`src/pghs_pkg.sv`:
```
package pghs_pkg;

  localparam int GRID_SIDE_DEF = 10;

  localparam int POS_W      = 16;
  localparam int COUNT_W    = 16;
  localparam int SUM_W      = 32;
  localparam int SQ_W       = 46;
  localparam int ZZ_W       = 32;
  localparam int CFG_W      = 5;
  localparam int LEVEL_W    = 8;
  localparam int CELL_NUM_W = 7;
  localparam int KIND_W     = 2;
  // 255 * (count - min) fits in 24 bits
  localparam int NUM_W      = 24;

  localparam logic [CFG_W-1:0]   CFG_RESET = 5'd2;
  localparam logic [COUNT_W-1:0] COUNT_MAX = '1;

  typedef enum logic [KIND_W-1:0] {
    KIND_ADD       = 2'd0,
    KIND_SUMMARIZE = 2'd1,
    KIND_READ      = 2'd2,
    KIND_CLEAR     = 2'd3
  } kind_t;

  typedef enum logic [2:0] {
    ST_CLEAR,
    ST_IDLE,
    ST_RMW,
    ST_LVL,
    ST_DIV,
    ST_SCAN,
    ST_OUT
  } state_t;

  typedef struct packed {
    logic [COUNT_W-1:0] count;
    logic [SUM_W-1:0]   hsum;
    logic [SQ_W-1:0]    sqsum;
  } cell_t;

  typedef struct packed {
    logic               start;
    logic [NUM_W-1:0]   num;
    logic [COUNT_W-1:0] den;
  } div_req_t;

  typedef struct packed {
    logic               done;
    logic [LEVEL_W-1:0] quot;
  } div_rsp_t;

endpackage

```
`src/pghs_level_div.sv`:
```
module pghs_level_div (
  input  logic               clk,
  input  logic               rst_n,
  input  pghs_pkg::div_req_t req,
  output pghs_pkg::div_rsp_t rsp
);
  import pghs_pkg::*;

  localparam int SW = $clog2(LEVEL_W);

  logic [NUM_W-1:0]   rem_r;
  logic [COUNT_W-1:0] den_r;
  logic [LEVEL_W-1:0] quot_r;
  logic [SW-1:0]      step_r;
  logic               busy_r;
  logic               done_r;
  logic [NUM_W-1:0]   cand;
  logic               ge;

  // quotient is below 256, so one restoring step per quotient bit
  assign cand = NUM_W'(den_r) << step_r;
  assign ge   = rem_r >= cand;

  always_ff @(posedge clk) begin
    if (!rst_n) begin
      busy_r <= 1'b0;
      done_r <= 1'b0;
    end else begin
      done_r <= busy_r && (step_r == '0);
      if (req.start) begin
        busy_r <= 1'b1;
      end else if (busy_r && (step_r == '0)) begin
        busy_r <= 1'b0;
      end
    end
  end

  always_ff @(posedge clk) begin
    if (req.start) begin
      rem_r  <= req.num;
      den_r  <= req.den;
      quot_r <= '0;
      step_r <= SW'(LEVEL_W - 1);
    end else if (busy_r) begin
      if (ge) begin
        rem_r          <= rem_r - cand;
        quot_r[step_r] <= 1'b1;
      end
      step_r <= step_r - 1'b1;
    end
  end

  assign rsp.done = done_r;
  assign rsp.quot = quot_r;

endmodule

```
`config.mk`:
```
export PLATFORM = sky130hd
export DESIGN_NAME = pghs_level_div
export DESIGN_NICKNAME = d
export VERILOG_FILES = /design/src/pghs_pkg.sv /design/src/pghs_level_div.sv
export SDC_FILE = /design/constraint.sdc
export NUM_CORES = 1
export LEC_CHECK = 0
export BUFFER_PORTS_ARGS = -buffer_cell sky130_fd_sc_hd__buf_4
export CORE_UTILIZATION = 40
export CTS_BUF_LIST = sky130_fd_sc_hd__clkbuf_4 sky130_fd_sc_hd__clkbuf_8
export DETAILED_ROUTE_END_ITERATION = 10
export GPL_ROUTABILITY_DRIVEN = 0
export GPL_TIMING_DRIVEN = 1
export PLACE_DENSITY = 0.64
export SYNTH_ARGS = -nofsm -noshare
export SYNTH_HDL_FRONTEND = slang
export SYNTH_SLANG_ARGS = --single-unit
```
`constraint.sdc`:
```
create_clock -name clk -period 5.45 [get_ports clk]
set_input_delay 0.545 -clock clk [delete_from_list [all_inputs] [get_ports clk]]
set_output_delay 0.545 -clock clk [all_outputs]
set_load 0.1 [all_outputs]
```
# After elaboration in Yosys (flattened, before gate mapping)

Cells that the tools add are included.

Register bits: 53
Logic and storage cells: 28
Bits of input ports: 43
Output and inout port bits: 9

$add $sub $neg: 2
$lt $le $gt $ge: 3
Shifts and indexed selects: 1
Reduce and logical (&&, ||, !) cells: 8
Muxes and demuxes: 7
Bitwise logic cells: 1

Operators with widths:

| cell                                                              | count |
|---|---|
| two-way mux 24 bit                                                | 3 |
| greater-or-equal comparator 24 bit                                | 1 |
| left shift 16 x 3 -> 24 bit                                       | 1 |
| subtractor 24 bit                                                 | 1 |
| OR 8 bit                                                          | 1 |
| nonzero test 2 bit                                                | 3 |
| < comparator 3 x 4 -> 1 bit, second input constant                | 1 |
| AND reduction 2 bit                                               | 2 |
| demux 1 bit (select 3 bit)                                        | 1 |
| greater-or-equal comparator 3 x 1 -> 1 bit, second input constant | 1 |
| zero test 3 bit                                                   | 1 |
| two-way mux 1 bit                                                 | 3 |
| subtractor 3 x 1 -> 3 bit, second input constant                  | 1 |
| logical AND 1 bit                                                 | 2 |

# Longest topological paths before layout

Gate-level depths: netlist of run 1.

Depth in word-level cells: 5
Gate-level depth with buffers: 15
Gate-level depth less buffers: 12

# Worst setup path before layout of run 1

No wires, ideal clock.

Path kind: flip-flop to flip-flop
Start: register step_r[1]
End: register rem_r[0], enable pin
Path slack: 0.505 ns
Buffers on the path: 3
Data arrival time: 4.507 ns
Cell stages (with the launch flop): 13
Cells stage by stage: dfxtp_1 -> clkbuf_1 -> clkbuf_1 -> mux4_2 -> mux2i_1 -> ha_1 -> nand2_2 -> nor4_4 -> nand2_2 -> a21o_1 -> and3_1 -> buf_6 -> o21ai_0

Cells in the longest elaborated chain, start to end: 4

RTL lines:

| item                               | line                 | text |
|---|---|---|
| start, declared                    | pghs_level_div.sv:14 | `logic [SW-1:0] step_r;` |
| start signal, assigned             | pghs_level_div.sv:43 | `step_r <= SW'(LEVEL_W - 1);` |
| start signal, assigned             | pghs_level_div.sv:49 | `step_r <= step_r - 1'b1;` |
| left shift 16 x 3 -> 24 bit        | pghs_level_div.sv:21 | `assign cand = NUM_W'(den_r) << step_r;` |
| greater-or-equal comparator 24 bit | pghs_level_div.sv:22 | `assign ge = rem_r >= cand;` |
| nonzero test 2 bit (no line)       | -                    |  |
| AND reduction 2 bit (no line)      | -                    |  |
| end signal, assigned               | pghs_level_div.sv:40 | `rem_r <= req.num;` |
| end signal, assigned               | pghs_level_div.sv:46 | `rem_r <= rem_r - cand;` |
| end, declared                      | pghs_level_div.sv:11 | `logic [NUM_W-1:0] rem_r;` |

Every way passes these cells.
A chain may end at the register's enable or synchronous reset.

# Worst setup path in the final report of run 1

Start: register step_r[0]
End: register rem_r[3], enable pin

The elaborated chain is that of the path after synthesis.

==> results of run 1 <==
metrics by stage:
step	instances	power [W]	setup WS (ns)
floorplan	425	0.00145	0.505
global placement	588	0.00165	1.23
detailed placement	588	0.00167	1.14
CTS	596	0.00192	1.10
global route	596	0.00208	0.772
finish	596	0.00192	1.15
routing by layer:
layer / GRT usage, % / vias to the layer above / part of all wire (%)
met2: 33.0 / 65 / 47
met3: 2.78 / 5 / 4.0
met5: 0 / - / 0
met1: 27.0 / 1576 / 48
met4: 4.23 / 0 / 0.87
li1: - / 1684 / -
layout by cell type, fill, tap and decap left out, types with 3 or more instances in the layout:
| master | instances |
|---|---|
| a211oi_1 | 6 |
| a21o_1 | 6 |
| a21oi_1 | 36 |
| a31oi_1 | 4 |
| and3_1 | 7 |
| and4_1 | 3 |
| buf_4 | 52 |
| clkbuf_8 | 5 |
| dfxtp_1 | 13 |
| edfxtp_1 | 40 |
| ha_1 | 25 |
| inv_1 | 15 |
| mux2_2 | 5 |
| mux2i_1 | 16 |
| mux4_2 | 8 |
| nand2_1 | 58 |
| nand2_2 | 3 |
| nand2b_1 | 3 |
| nand3_1 | 16 |
| nand4_1 | 4 |
| nor2_1 | 23 |
| nor2b_1 | 5 |
| nor3_1 | 7 |
| o211ai_1 | 4 |
| o21a_1 | 7 |
| o21ai_0 | 26 |
| o31ai_1 | 6 |
| o32ai_1 | 3 |
| o41ai_2 | 4 |
| or3_1 | 3 |
| xnor2_1 | 7 |
| xor2_1 | 4 |
worst paths after layout:
path / slack, ns / cells after the start / end / start
min: 0.39 / 1 / den_r[9] / req[9]
max reg2reg: 1.15 / 13 / rem_r[3] / step_r[0]
min reg2reg: 0.47 / 2 / quot_r[6] / quot_r[6]
max: 1.15 / 13 / rem_r[3] / step_r[0]
layout make-up:
| type | instances | area [um2] | area share [%] |
|---|---|---|---|
| clock buffer | 5 | 68.8 | 1.50 |
| inverter | 16 | 60.1 | 1.31 |
| timing repair buffer | 52 | 390 | 8.52 |
| tap | 133 | 166 | 3.63 |
| sequential | 53 | 1460 | 31.9 |
| multi-input combinational | 334 | 2410 | 52.6 |
| clock inverter | 3 | 25.0 | 0.546 |
logic make-up after synthesis:
group,Yosys count
buffers and inverters,38
DFF,53
adders and majority gates,26
xor gates and xnor gates,11
AOI/OAI and AO/OA,125
and+or+nand+nor,143
muxes,29
worst max-delay path, cell delays in order (launching register included):
cell and delay (ns):
dfxtp_1 1.04, inv_1 0.30, nor2_1 0.33, nand2_1 0.08
o21ai_0 0.11, mux2i_1 0.13, ha_1 0.26, a21o_1 0.20
a21o_1 0.19, a21oi_1 0.32, a21o_1 0.22, and3_1 0.47
o21ai_2 0.10, buf_4 0.26
flip-flops by register name, summed over array words and instances, names as in the netlist:
signal / flops
done_r: 1
den_r: 16
rem_r: 24
step_r: 3
busy_r: 1
quot_r: 8
where the power goes:
group          switching, W  internal [W]  total (W)  leakage [nW]
registers         0.0000605      0.000554   0.000615         0.503
clock network      0.000146     0.0000931   0.000239        0.0447
logic              0.000647      0.000418    0.00107          1.32
==> reports/qor.txt, run 1 <==
Synth top area share -> 29.4%
CP startpoint kind -> flop
initial antenna violation count -> 0
cell taking the most area after synthesis -> edfxtp_1
async set-reset flop share out of synthesis -> 0%
Synth Area in XOR/XNOR -> 2.36%
post-synth cell types -> 63
Post-Syn Area -> 0.00409 mm2
Leak Pwr -> 1.87 nW
Slew headroom -> 29.1%
ranking of synthesized cells by area -> edfxtp_1 (29%), ha_1 (7.7%), dfxtp_1 (6.4%), nand2_1 (5.3%), a21oi_1 (4.4%)
Final nets -> 531
die height -> 103 um
clock sink count -> 53
clk slew on worst S/H paths -> 0.10 ns
Worst Path Arrival -> 4.35 ns
Core Util, Final -> 46.6%
Detailed Route Iter0 Violations -> 170
Slew @ Worst Pin -> 1.06 ns
setup_tns -> 0 ns
EDFF count, synth -> 40
Synth Net Count -> 494
first-pass GRT wire length -> 16.0 mm
number of diodes -> 0
GRT Resource Usage Total -> 19.7%
IO Port Bufs -> 51
area of the core -> 0.00982 mm2
Yosys warning count -> 0
part of the Yosys area used for sequential elements -> 35.8%
root buf cell -> clkbuf_8
Fill cells -> 972
endpoints failing hold -> 0
power per cell area -> 419 mW/mm2
later-pin clock latency in the skew report -> 0.33 ns
largest family of logic cells by synthesized area -> compound AO/OA/AOI/OAI gates
simple-gate share of the synthesized area -> 17.2%
share of cells above drive strength 1 -> 19.2%
Compound-Gate Fraction of Synth Area -> 21.4%
clock buffer count from CTS -> 5
Commonest cells post-synth -> nand2_1 (58), edfxtp_1 (40), a21oi_1 (36), o21ai_0 (27), ha_1 (25)
Final Skew -> 0.0139 ns
status -> completed
WL/cell -> 16.3 um
drt drc -> 0
total grt overflow -> 0
TritonCTS clock tree -> yes
post-CTS sizing -> 0
post-synthesis adder-cell area fraction -> 8.14%
CP Class -> reg2reg
routed vias/inst -> 5.59
final antenna-violating net count -> 0
Syn Inst Count -> 425
mean area per synthesized cell -> 9.62 um2
Die X-Extent -> 103 um
final hold slack -> 0.394 ns
largest net degree at the start of global routing -> 74
postcts setup bufs -> 0
RSZ-0062 raised after global routing -> false
max-slew violations -> 0
top-count cell post-synth -> nand2_1
Cell Area, Placed -> 0.00449 mm2
Initial Utilization -> 41.6%
die area -> 0.0106 mm2
Finished Cell Area -> 0.00458 mm2
Main synth FF type -> edfxtp_1
fin crit share -> 79.0%
fin crit period -> 4.30 ns
H-tree depth -> 2
Worst Setup End Kind -> flop
critical path fanouts, max -> 26
final setup vio count -> 0
I/O pin count -> 52
Worst Hold Class -> in2reg
drt pass-1 iters -> 4
placed wire-length estimate -> 7.31 mm
number of global-route vias before repair -> 3239
Area Growth Syn to Fin -> 12.1%
Routed WL -> 9.73 mm
worst vdd ir -> 0.184 mV
Via Count -> 3330
Max Cap Viol -> 0
Seq cells post-synth -> 53
Fmax -> 232 MHz
mux share of post-synthesis cell area -> 9.70%
Critical Path RT -> 5.50 ns
hold buffer count at CTS -> 0
maximum clock path buffer count -> 2
row cnt -> 36
(Power assumes the default switching activity.)
==> run 2, diff against run 1 <==
--- a/config.mk
+++ b/config.mk
@@ -11,7 +11,7 @@
 export DETAILED_ROUTE_END_ITERATION = 10
 export GPL_ROUTABILITY_DRIVEN = 0
 export GPL_TIMING_DRIVEN = 1
-export PLACE_DENSITY = 0.64
+export PLACE_DENSITY = 0.66
 export SYNTH_ARGS = -nofsm -noshare
 export SYNTH_HDL_FRONTEND = slang
 export SYNTH_SLANG_ARGS = --single-unit
==> constraint.sdc (replaced) <==
create_clock -name clk -period 3.8 [get_ports clk]
set_input_delay 0.38 -clock clk [delete_from_list [all_inputs] [get_ports clk]]
set_output_delay 0.38 -clock clk [all_outputs]
set_load 0.1 [all_outputs]
==> run 2 against run 1 <==
  * First-iteration DRC count rose by 1.2%
  * Hold slack got worse by 0.16 ns
  * Clock skew fell by 0.0061 ns
  * Critical path depth fell by 3
  * Sequential power rose by 41%
  * Utilization rose by 1.6 points
==> reports/qor.txt, run 2 (synthesis results as in run 1) <==
Worst Hold Class -> in2reg
Routed WL -> 9.52 mm
first-pass GRT wire length -> 16.0 mm
TritonCTS clock tree -> yes
endpoints failing hold -> 0
setup_tns -> 0 ns
drt drc -> 0
maximum clock path buffer count -> 2
Hold Crit Endpoint -> den_r[13]
Final Skew -> 0.00783 ns
power per cell area -> 608 mW/mm2
drt pass-1 iters -> 4
commonest non-fill, non-tap cells in the layout -> buf_4 (64), nand2_1 (58), edfxtp_1 (40)
total grt overflow -> 0
hold buffer count at CTS -> 0
final setup margin -> 0.249 ns
Slew @ Worst Pin -> 0.741 ns
die area -> 0.0106 mm2
GRT Resource Usage Total -> 19.5%
clock sink count -> 53
Die X-Extent -> 103 um
Largest register FFs -> 24
CP Class -> reg2reg
Hold Path Stages -> 1
Area Growth Syn to Fin -> 16.0%
sequential share of power -> 30.1%
critical path fanouts, max -> 26
IO Port Bufs -> 51
clock buffer count from CTS -> 5
switching share of power -> 42.4%
fin crit period -> 3.55 ns
RR Startpoint -> step_r[0]
routed vias/inst -> 5.65
Critical Path, Cell by Cell -> buf_12 -> mux4_2 -> mux2i_1 -> ha_1 -> and2_1 -> a21oi_1 -> o2111ai_1 -> or3_1 -> o21ai_0 -> or3b_1
Finished Cell Area -> 0.00474 mm2
placed wire-length estimate -> 7.15 mm
RSZ-0062 raised after global routing -> false
Reg with most FFs -> rem_r
clock network fraction of design power -> 14.4%
WL/cell -> 15.6 um
Worst R2R Path Depth -> 10
Pwr Total -> 0.00288 W
Slowest Stage Delay on Critical Path -> 0.54 ns
commonest non-fill, non-tap cell in the layout -> buf_4
reg2reg setup slack -> 0.25 ns
row cnt -> 36
Worst Path Arrival -> 3.63 ns
sw power -> 0.00122 W
Reg2Reg Capture Point -> rem_r[23]
Cell Area, Placed -> 0.00460 mm2
I/O pin count -> 52
Via Count -> 3445
Critical Path RT -> 3.87 ns
WP buf/inv -> 1
Place WS -> 0.172 ns
number of global-route vias before repair -> 3377
logic gate share of total power -> 55.5%
final setup vio count -> 0
Fmax -> 282 MHz
worst vdd ir -> 0.243 mV
fin crit share -> 93.5%
Non-Filler Instances -> 610
later-pin clock latency in the skew report -> 0.32 ns
Detailed Route Iter0 Violations -> 172
slowest CP cell -> mux4_2
Max Cap Viol -> 0
die height -> 103 um
Initial Utilization -> 41.6%
clk slew on worst S/H paths -> 0.10 ns
final antenna-violating net count -> 0
Final nets -> 545
share of cells above drive strength 1 -> 21.8%
largest net degree at the start of global routing -> 73
Worst Setup End Kind -> flop
family with the most delay on the worst path -> simple AND/OR/NAND/NOR gates
critical hold path startpoint -> req[13]
H-tree depth -> 2
max-slew violations -> 0
area of the core -> 0.00982 mm2
root buf cell -> clkbuf_8
status -> completed
initial antenna violation count -> 0
Internal Pwr Total -> 0.00166 W
Slew headroom -> 50.6%
Leak Pwr -> 1.95 nW
Top Registers -> rem_r x24, den_r x16, quot_r x8
CP startpoint kind -> flop
Placed Instances -> 601
number of diodes -> 0
[run 2: area by class of cell]
class                   instances  area (um2)
flip-flops and latches         53        1460
multi-input cells             335        2430
well taps                     133         166
inverters                      16        60.1
clock inverters                 2        36.3
fillers                       969        5080
repair buffers                 65         500
clock buffers                   6        82.6
[run 2: per-layer routing]
layer | share of wire (%) | wire length (um) | up-vias | GRT usage, %
met5 | 0 | 0 | - | 0
met3 | 4.7 | 444 | 13 | 3.32
li1 | - | - | 1718 | -
met4 | 1.8 | 173 | 0 | 6.61
met2 | 47 | 4440 | 85 | 32.7
met1 | 47 | 4460 | 1629 | 25.6
[run 2: power by group through the flow]
stage	Sequential (W)	Clock [W]	Combinational, W
finish	0.000866	0.000416	0.00160
global route	0.000882	0.000448	0.00179
global placement	0.000875	0	0.00154
detailed placement	0.000873	0	0.00157
CTS	0.000866	0.000423	0.00158
floorplan	0.000875	0	0.00121
[run 2: repair_timing]
action,in CTS,in global routing
gates resized for setup,0,2
setup buffers,0,0
setup endpoints to repair,0,25
[run 2: worst register-to-register path, stage by stage, from the launching register on]
cell and delay [ns]:
dfxtp_1 0.37, buf_12 0.19, mux4_2 0.55, mux2i_1 0.28, ha_1 0.34, and2_1 0.20
a21oi_1 0.19, o2111ai_1 0.25, or3_1 0.44, o21ai_0 0.15, or3b_1 0.35
[run 2: through the flow]
step | utilization [%] | hold WS [ns]
floorplan | - | 0.479
global placement | 46.9 | 0.443
detailed placement | 46.9 | 0.450
CTS | 48.1 | 0.223
global route | 48.3 | 0.213
finish | 48.3 | 0.230
[run 2: worst max-delay path by stage]
stage / startpoint / end / depth (start not counted)
after floorplan: step_r[1] / rem_r[0] / 12
after global placement: step_r[1] / rem_r[21] / 12
after detailed placement: step_r[1] / rem_r[21] / 11
after CTS: step_r[1] / rem_r[0] / 11
after global routing: step_r[0] / rem_r[23] / 10
final: step_r[0] / rem_r[23] / 10
